### src/hdl/assert_macros.svh
// Assertion macros for the RTL of the hash set block.
`ifndef ASSERT_MACROS_SVH
`define ASSERT_MACROS_SVH

// Property checked on every rising edge of clk, ignored while rst is high.
`define ASSERT_CLK(label, prop, msg) \
  label: assert property (@(posedge clk) disable iff (rst) (prop)) else $error(msg);

// Condition that must never hold at a rising edge of clk, ignored while rst is high.
`define ASSERT_NEVER(label, cond, msg) \
  label: assert property (@(posedge clk) disable iff (rst) !(cond)) else $error(msg);

`endif

### src/hdl/hsi_ram.sv
// Generic single-write, single-read RAM with a registered read port.
`default_nettype none

module hsi_ram #(
  parameter int WIDTH = 8,
  parameter int DEPTH = 16
) (
  input  wire logic                     clk,
  input  wire logic                     we,
  input  wire logic [$clog2(DEPTH)-1:0] waddr,
  input  wire logic [WIDTH-1:0]         wdata,
  input  wire logic [$clog2(DEPTH)-1:0] raddr,
  output logic      [WIDTH-1:0]         rdata
);

  logic [WIDTH-1:0] mem [DEPTH];

  always_ff @(posedge clk) begin
    if (we) begin
      mem[waddr] <= wdata;
    end
    rdata <= mem[raddr];
  end

endmodule

`default_nettype wire

### config.mk
export PLATFORM = sky130hd
export DESIGN_NAME = hsi_ram
export DESIGN_NICKNAME = d
export VERILOG_FILES = /design/src/hdl/assert_macros.svh /design/src/hdl/hsi_ram.sv
export SDC_FILE = /design/constraint.sdc
export NUM_CORES = 1
export LEC_CHECK = 0
export BUFFER_PORTS_ARGS = -buffer_cell sky130_fd_sc_hd__clkbuf_2
export CAP_MARGIN = 20
export CORE_MARGIN = 10
export CORE_UTILIZATION = 50
export DETAILED_ROUTE_END_ITERATION = 16
export PLACE_DENSITY_LB_ADDON = 0.3
export SLEW_MARGIN = 0
export SYNTH_ARGS = -nofsm -noshare
export SYNTH_HDL_FRONTEND = slang
export SYNTH_SLANG_ARGS = --single-unit
### constraint.sdc
create_clock -name clk -period 2.15 [get_ports clk]
set_input_delay 0.1075 -clock clk [delete_from_list [all_inputs] [get_ports clk]]
set_output_delay 0.1075 -clock clk [all_outputs]
set_load 0.03 [all_outputs]
[Word level (Yosys, flattened, before mapping)]
Memories as Yosys holds them, arrays and structs flattened. A register that Yosys moved wholly into a read port is not among the register bits.
Index checks and enable logic that the tools add are counted.
Cells by class
  bitwise logic cells: 0
  div/mod/pow operators: 0
  $lt $le $gt $ge: 0
  shift-type cells: 0
  reduce and logical (&&, ||, !) cells: 0
  multiply operators: 0
  add/subtract/negate cells: 0
  equality and inequality tests: 0
  multiplexer cells: 2
Operators by type and width (number)
  $mux W1: 2
Word-level totals
  bits in read-only memories: 0
  memories kept: 1
  output and inout port bits: 8
  register bits after elaboration: 0
  logic and storage cells: 3
  bits in latches: 0
  RAM bits: 128
Memories
  mem: depth 16, width 8, read ports 1, clocked after Yosys merged registers in 1, wr ports 1, RTL line hsi_ram.sv:16  | logic [WIDTH-1:0] mem [DEPTH];

[Logic depth before layout (Yosys ltp)]
Gate-level depths: netlist of the first run.
  depth after elaboration: 2
  depth in mapped cells: 5

[Worst setup path before layout of the first run]
Ideal clock, no wire load.
  path type: input to register
  from: in waddr[2]
  to: mem mem[0][0] (enable)
  data required time: 1.767 ns
  library setup time: 0.383 ns
  data arrival time: 1.217 ns
  cell stages on the path: 2
  path slack: 0.550 ns
  cells stage by stage: or3b_2 > nor3_1
RTL lines
  start, declared: RTL line hsi_ram.sv:10  | input wire logic [$clog2(DEPTH)-1:0] waddr,
  end, declared: RTL line hsi_ram.sv:16
Straight into the memory's write port.

==> results of run 1 <==
## logic make-up after synthesis
family | count (synthesis) | synth area share, %
mux | 32 | 15.0
simple gates | 35 | 3.18
flops | 136 | 77.8
buf+inv | 10 | 1.68
compound gates | 16 | 2.33
## critical path: stages (launching register included)
cell	delay, ns
edfxtp_1	0.35
mux4_1	0.51
a22oi_1	0.36
nand2_1	0.08
## power by group
part	internal, mW	switching (mW)
clock	1.65	1.08
combinational	0.116	0.182
sequential	2.96	0.0185
## cells in the final DEF, fill, tap and decap left out, types with 3 or more instances in the layout
cell type / netlist / layout
a22oi_1: 16 / 16
buf_4: 1 / 18
clkbuf_16: 0 / 16
clkbuf_2: 0 / 25
clkinvlp_4: 0 / 5
dfxtp_1: 8 / 8
edfxtp_1: 128 / 128
inv_6: 0 / 3
mux4_1: 14 / 14
mux4_2: 18 / 18
nand2_1: 9 / 9
nor2_1: 13 / 13
nor3_1: 4 / 4
## worst paths after layout
path,cells after the start,end,start,slack [ns]
setup / recovery,3,rdata[4]$_DFF_P_,mem[9][4]$_DFFE_PP_,0.73
hold / removal,1,mem[9][5]$_DFFE_PP_,wdata[5],0.02
setup reg to reg,3,rdata[4]$_DFF_P_,mem[9][4]$_DFFE_PP_,0.73
hold reg to reg,3,rdata[5]$_DFF_P_,mem[12][5]$_DFFE_PP_,0.67
## layer usage
layer	global-route usage [%]	up-vias
li1	-	1081
met5	0	-
met1	17.8	1210
met4	5.59	0
met3	4.47	9
met2	22.2	64
## through the flow
stage	util (%)	cells
after floorplan	-	229
after global placement	55.6	396
after detailed placement	55.6	396
after CTS	61.3	428
after global routing	61.3	428
final	61.3	428
## flip-flops by register name (all words and copies together) (netlist names)
signal	flops
rdata	8
mem	128
## cell type report
| cell class | instances | area share [%] |
|---|---|---|
| Sequential cell | 136 | 65.9 |
| Tap cell | 133 | 2.74 |
| Multi-Input combinational cell | 83 | 17.4 |
| Clock buffer | 18 | 6.88 |
| Timing Repair Buffer | 44 | 4.61 |
| Clock inverter | 14 | 2.47 |
==> flow_summary_export.csv, run 1 <==
group,metric,value,unit
yosys,synth_area,0.00515,mm2
yosys,synth_top_cells_by_area,"edfxtp_1 (75%), mux4_2 (7.9%), mux4_1 (7.1%), dfxtp_1 (3.1%), a22oi_1 (2.3%)",
yosys,yosysTopAreaCell,"edfxtp_1",
global_route,antenna_found_initial,1,
yosys,yosysMostFrequentCell,"edfxtp_1",
sta,finalSetupViolCount,0,
finish,fill_cells,688,
setup_path,critPathRequiredTime,2.53,ns
yosys,async_reset_ff_share,0,%
floorplan,die_w,121,um
drt,drtAntennaViolNets,0,
placed_design,port_buffers,25,
clock_tree,hold_buffers,0,
outcome,outcome,"complete, no violations",
run,maxCapViolCount,0,
clock_tree,cts_buffers,17,
floorplan,chipHeight,121,um
clock_tree,clock_latency,0.51,ns
clock_tree,ctsResizeCount,0,
finish,area_growth,18.0,%
setup_path,path_max_fanout,1,
setup_path,cp-end-kind,"flip-flop",
placed_design,dpl.hpwl,6100,um
power,p_per_area,990,mW/mm2
drt,dr_wl_met2,4860,um
sta,max_freq,706,MHz
drt,vias,2364,
global_route,grt.overflow.total,0,
yosys,seq_area_frac_synth,77.8,%
floorplan,io_pins,26,
power,power.total,6.02,mW
drt,post_drt_via_cell_ratio,5.52,
sta,fin_crit_sh,65.9,%
global_route,grt_pass1_wl,15000,um
global_route,first_global_vias,2538,
sta,rsz0062_at_grt,"no",
sta,worstMarginPinSlew,0.732,ns
finish,final_layout_size_suffix_gt1_share,31.5,%
setup_path,worstSetupStartpointType,"flip-flop",
floorplan,placementRows,36,
clock_tree,cts_max_level,4,
power,leakagePower,2.07,nW
yosys,yosysWarnings,0,
floorplan,core_area,0.00991,mm2
drt,routed_wl,9680,um
global_route,grt_max_degree,33,
global_route,grt_use_total,14.1,%
yosys,ys_ff_latch,136,
placed_design,dp_slack,0.519,ns
yosys,synth_cells,229,
yosys,yosysUniqueCellTypes,19,
sta,max-slew-margin-rel,51.0,%
yosys,synth_nets,247,
finish,n_antenna_cell,0,
drt,top_layer,"met4",
finish,final-seq-area,0.00400,mm2
floorplan,dieArea,0.0148,mm2
sta,timing.final.crit_period,1.42,ns
clock_tree,cts_setup_buffers,0,
drt,wire_per_inst,22.6,um
yosys,synth-edff-count,128,
drt,drt_iter0_drc,197,
setup_path,cp_data_arrival_time,1.80,ns
floorplan,start_util,51.9,%
sta,final_hold_viol_count,0,
setup_path,worstSetupPathType,"reg -> reg",
drt,firstDrtPassIters,4,
yosys,synth_common_cells,"edfxtp_1 (128), mux4_2 (18), a22oi_1 (16)",
sta,hold_ws,0.0247,ns
finish,multi_input_area,0.00106,mm2
power,peakVddDrop,0.444,mV
sta,skew,0.00931,ns
clock_tree,cts_root_buf,"clkbuf_8",
sta,finalWorstSetupSlack,0.733,ns
yosys,synth_flop_cell,"edfxtp_1",
clock_tree,cts.sinks,136,
clock_tree,clk_pin_slew,0.06,ns
clock_tree,cts_tree,"done",
drt,drc_errors,0,
drt,wl_met1,4220,um
placed_design,gp_congestion,0.764,
finish,final_area,0.00608,mm2
drt,wl_met3,519,um
sta,tns,0,ns
yosys,syn_avg_cell_area,22.5,um2
sta,slew_violations,0,
clock_tree,cts_max_path_buffers,2,
yosys,netlist.area_leader.share,74.7,%
min_path,min_path_type,"in -> reg",
finish,nets,300,
placed_design,placed_cell_area,0.00551,mm2
No activity file was read; power rests on OpenSTA's default activity.
==> run 2: changes to the inputs <==
- clock period: 2.15 -> 1.25 ns (I/O delays scaled with it)
==> run 2 against run 1 <==
Compared with the run above:
- the run now ends with negative setup slack left
- combinational power increased by 110%
- first-iteration DRC count increased by 51%
- non-clock buffer count increased by 20
- critical path type unchanged
==> flow_summary_export.csv, run 2 (synthesized netlist as in run 1, its figures left out) <==
group,metric,value,unit
outcome,outcome,"complete, but fails checks",
outcome,violations,"negative setup slack",
finish,area_growth,21.1,%
finish,nets,320,
global_route,grt_pass1_wl,16400,um
power,seqPwrFrac,51.5,%
clock_tree,cts_tree,"done",
power,p_sw,2.09,mW
drt,routed_wl,10600,um
run,maxCapViolCount,0,
floorplan,die_w,121,um
global_route,grt_max_degree,24,
clock_tree,cts_max_path_buffers,2,
clock_tree,clk_pin_slew,0.06,ns
power,p_comb_share,6.2,%
min_path,min_path_type,"in -> reg",
setup_path,r2r_start,"mem[2][4]$_DFFE_PP_",
sta,finalWorstSetupSlack,-0.0147,ns
clock_tree,cts_max_level,4,
setup_path,worstSetupStartpointType,"flip-flop",
power,p_int,7.88,mW
setup_path,reg2reg_depth,3,
finish,top_register,"mem",
finish,layout_commonest_cell,"edfxtp_1",
global_route,grt.overflow.total,0,
sta,skew,0.00843,ns
drt,wire_per_inst,23.6,um
placed_design,dpl.hpwl,6760,um
setup_path,path_max_fanout,1,
placed_design,dp.cells,409,
finish,n_antenna_cell,0,
finish,final_layout_size_suffix_gt1_share,41.9,%
setup_path,r2r-end,"rdata[4]$_DFF_P_",
floorplan,core_area,0.00991,mm2
sta,max_freq,791,MHz
sta,final_hold_viol_count,0,
sta,finalSetupViolCount,2,
power,switching_share,20.9,%
finish,fill_cells,707,
drt,vias,2587,
drt,drc_errors,0,
power,leakagePower,2.10,nW
setup_path,rrSetupSlack,-0.01,ns
floorplan,dieArea,0.0148,mm2
sta,slew_violations,0,
min_path,hold_depth,1,
setup_path,cp-end-kind,"flip-flop",
sta,worstMarginPinSlew,0.980,ns
finish,layout.cells.most_common_list,"edfxtp_1 (128), mux4_2 (32), buf_4 (29)",
global_route,grt_use_total,15.3,%
min_path,hp-start,"wdata[1]",
placed_design,port_buffers,25,
setup_path,worstSetupPathType,"reg -> reg",
clock_tree,cts_buffers,17,
setup_path,critPathRequiredTime,1.65,ns
drt,drtAntennaViolNets,0,
setup_path,cp_data_arrival_time,1.66,ns
finish,utilization,62.9,%
floorplan,start_util,51.9,%
placed_design,gp_congestion,0.796,
finish,largest_register_ffs,128,
floorplan,io_pins,26,
floorplan,placementRows,36,
sta,rsz0062_at_grt,"yes",
sta,timing.final.crit_period,1.26,ns
power,p_per_area,1600,mW/mm2
clock_tree,cts_setup_buffers,0,
clock_tree,clock_latency,0.52,ns
power,pwr-share-clk,42.3,%
finish,final_cells,448,
sta,fin_crit_sh,101,%
drt,post_drt_via_cell_ratio,5.77,
clock_tree,cts.sinks,136,
drt,firstDrtPassIters,4,
clock_tree,cts_root_buf,"clkbuf_8",
sta,max-slew-margin-rel,34.5,%
min_path,whs_endpoint,"mem[4][1]$_DFFE_PP_",
global_route,first_global_vias,2727,
global_route,antenna_found_initial,0,
finish,reg_top3,"mem x128, rdata x8",
power,peakVddDrop,1.17,mV
floorplan,chipHeight,121,um
drt,drt_iter0_drc,298,
==> run 2: how the worst max path moves through the flow <==
stage	from	endpoint	slack [ns]	cells after the start
after global placement	raddr[0]	rdata[2]$_DFF_P_	-0.26	5
final	mem[2][4]$_DFFE_PP_	rdata[4]$_DFF_P_	-0.01	3
after detailed placement	raddr[0]	rdata[2]$_DFF_P_	-0.26	5
after CTS	mem[3][2]$_DFFE_PP_	rdata[2]$_DFF_P_	-0.02	3
after global routing	mem[7][2]$_DFFE_PP_	rdata[2]$_DFF_P_	-0.05	3
after floorplan	waddr[2]	mem[3][0]$_DFFE_PP_	-0.08	2
==> run 2: timing repair <==
action	in CTS	in global routing
endpoints found under the setup margin	7	8
endpoints found under the hold margin	112	0
pin swaps	7	6
hold buffers	7	0
gates cloned	0	0
gates resized for setup	17	9
==> run 2: power by group through the flow <==
stage	logic, mW	clock network [mW]	registers [mW]
2_1_floorplan	0.260	0	5.28
5_1_grt	0.665	4.51	5.14
3_5_place_dp	0.563	0	5.22
4_1_cts	0.605	4.29	5.13
3_3_place_gp	0.553	0	5.22
6_report	0.615	4.22	5.13
==> run 2: stage by stage <==
step | instance area (um2) | hold WS, ns | power (mW) | setup TNS [ns] | worst slack (ns)
floorplan | 5160 | 0.161 | 5.54 | -2.38 | -0.0786
global placement | 5650 | 0.467 | 5.77 | -3.31 | -0.256
detailed placement | 5650 | 0.497 | 5.79 | -3.66 | -0.264
CTS | 6220 | 0.00729 | 10.0 | -0.0218 | -0.0153
global route | 6230 | 0.0443 | 10.3 | -0.299 | -0.0487
finish | 6230 | 0.0144 | 9.97 | -0.0244 | -0.0147
==> run 2: per-layer routing <==
layer	routed length (um)	global-route usage, %	up-vias	part of all wire (%)
met5	0	0	-	0
met4	197	5.51	0	1.9
met3	938	7.58	18	8.9
met2	4960	22.1	117	47
met1	4480	19.6	1344	42
li1	-	-	1108	-
==> run 2: final cells by class <==
type | count | area, um2 | share of cell area (%)
Multi-Input combinational cell | 83 | 1080 | 17.3
Tap cell | 133 | 166 | 2.67
Clock buffer | 24 | 460 | 7.39
Sequential cell | 136 | 4000 | 64.2
Timing Repair Buffer | 64 | 473 | 7.59
Clock inverter | 8 | 51.3 | 0.823
==> run 2: critical path: stages, from the launching register on <==
cell	delay [ns]
edfxtp_1	0.37
mux4_2	0.48
a22oi_2	0.21
nand2_1	0.08
==> run 3: changes to the inputs <==
- REMOVE_ABC_BUFFERS: not set -> 1
- SKIP_CTS_REPAIR_TIMING: not set -> 1
==> run 3 against run 2 <==
Compared with the run above:
- sequential cell count is the same
- register-to-register slack is essentially flat
- highest routed layer unchanged
- total power grew 1.9%
- die area is the same
- count of clock-buffer cells in the layout shrank 7
- the run still ends with negative setup slack left
- critical endpoint is now rdata[5]$_DFF_P_
- non-clock buffer count shrank 12
- combinational power shrank 5.7%
- first-iteration DRC count shrank 10%
- core utilization shrank 0.75 points
- wire length shrank 3.9%
- worst hold slack lost 0.011 ns
==> flow_summary_export.csv, run 3 (synthesized netlist as in run 1, its figures left out) <==
group,metric,value,unit
outcome,outcome,"complete, but fails checks",
outcome,violations,"negative setup slack",
finish,utilization,62.2,%
power,p_per_area,1650,mW/mm2
placed_design,gp_congestion,0.739,
sta,rsz0062_at_grt,"yes",
finish,layout_commonest_cell,"edfxtp_1",
drt,drt_iter0_drc,267,
clock_tree,cts_buffers,17,
power,peakVddDrop,0.746,mV
finish,nets,308,
power,switching_share,21.6,%
clock_tree,cts_tree,"done",
drt,drc_errors,0,
setup_path,critPathRequiredTime,1.65,ns
finish,layout.cells.most_common_list,"edfxtp_1 (128), mux4_2 (29), clkbuf_2 (25)",
floorplan,io_pins,26,
floorplan,chipHeight,121,um
min_path,min_path_type,"in -> reg",
global_route,grt_max_degree,20,
sta,skew,0.00726,ns
sta,finalWorstSetupSlack,-0.0137,ns
sta,finalSetupViolCount,3,
clock_tree,cts.sinks,136,
power,seqPwrFrac,50.5,%
clock_tree,clk_pin_slew,0.06,ns
placed_design,dp.cells,401,
sta,hold_ws,0.00299,ns
power,p_sw,2.20,mW
setup_path,worstSetupStartpointType,"flip-flop",
sta,timing.final.crit_period,1.26,ns
finish,top_register,"mem",
drt,routed_wl,10200,um
finish,largest_register_ffs,128,
drt,firstDrtPassIters,4,
finish,reg_top3,"mem x128, rdata x8",
clock_tree,cts_max_path_buffers,2,
floorplan,core_area,0.00991,mm2
sta,max_freq,791,MHz
power,power.total,10.2,mW
sta,worstMarginPinSlew,0.887,ns
floorplan,die_w,121,um
floorplan,placementRows,36,
clock_tree,clock_latency,0.51,ns
sta,tns,-0.0249,ns
setup_path,cp-end-kind,"flip-flop",
drt,wire_per_inst,23.3,um
floorplan,start_util,51.9,%
setup_path,worstSetupPathType,"reg -> reg",
drt,vias,2513,
clock_tree,cts_root_buf,"clkbuf_8",
finish,final_cells,436,
placed_design,dp_slack,-0.239,ns
power,pwr-share-clk,43.8,%
placed_design,port_buffers,25,
sta,fin_crit_sh,101,%
placed_design,dpl.hpwl,6540,um
finish,area_growth,19.7,%
finish,n_antenna_cell,0,
setup_path,path_max_fanout,1,
power,leakagePower,2.05,nW
power,p_comb_share,5.7,%
power,p_int,7.97,mW
global_route,grt_use_total,14.6,%
finish,final_area,0.00616,mm2
setup_path,rrSetupSlack,-0.01,ns
placed_design,placed_cell_area,0.00558,mm2
drt,drtAntennaViolNets,0,
setup_path,cp_data_arrival_time,1.66,ns
run,maxCapViolCount,0,
sta,max-slew-margin-rel,40.7,%
floorplan,dieArea,0.0148,mm2
clock_tree,cts_max_level,4,
finish,final_layout_size_suffix_gt1_share,39.3,%
global_route,antenna_found_initial,0,
drt,post_drt_via_cell_ratio,5.76,
global_route,first_global_vias,2647,
global_route,grt_pass1_wl,15800,um
sta,slew_violations,0,
global_route,grt.overflow.total,0,
sta,final_hold_viol_count,0,
## run 3: cell types whose count changed in the layout (fill, tap and decap cells not counted), moves of 3 or more
cell           delta
nor3_2            -3
dlygate4sd3_1     -4
mux4_1            +3
clkbuf_1          -5
a22oi_2           -3
clkinvlp_4        +5
mux4_2            -3
nor3_1            +3
buf_4             -9
a22oi_1           +3
## run 3: per-layer routing
layer  track usage (%)  up-vias  routed length, um
met5                 0        -                  0
met4              4.92        0                 78
met3              4.37        7                551
met2              22.6       87               4960
met1              19.4     1334               4560
li1                  -     1085                  -
## run 3: area by class of cell
cell class / instances / area (um2)
multi-input cells: 83 / 1060
flip-flops and latches: 136 / 4000
repair buffers: 52 / 385
well taps: 133 / 166
clock inverters: 15 / 130
fillers: 702 / 3750
clock buffers: 17 / 414
## run 3: power by group through the flow
| stage | Sequential [mW] | Combinational (mW) | Clock [mW] |
|---|---|---|---|
| after floorplan | 5.28 | 0.204 | 0 |
| after detailed placement | 5.23 | 0.552 | 0 |
| after global routing | 5.14 | 0.626 | 4.76 |
| after global placement | 5.22 | 0.540 | 0 |
| final | 5.14 | 0.580 | 4.45 |
| after CTS | 5.14 | 0.554 | 4.53 |
## run 3: final timing paths
| check | from | cells after the start | to |
|---|---|---|---|
| setup / recovery | mem[10][5]$_DFFE_PP_ | 3 | rdata[5]$_DFF_P_ |
| hold / removal | wdata[3] | 1 | mem[4][3]$_DFFE_PP_ |
| setup reg to reg | mem[10][5]$_DFFE_PP_ | 3 | rdata[5]$_DFF_P_ |
| hold reg to reg | mem[7][5]$_DFFE_PP_ | 3 | rdata[5]$_DFF_P_ |
## run 3: critical path, cell delays in order, from the launching register on
cell and delay, ns:
edfxtp_1 0.40, mux4_2 0.49, a22oi_2 0.19, nand2_1 0.07
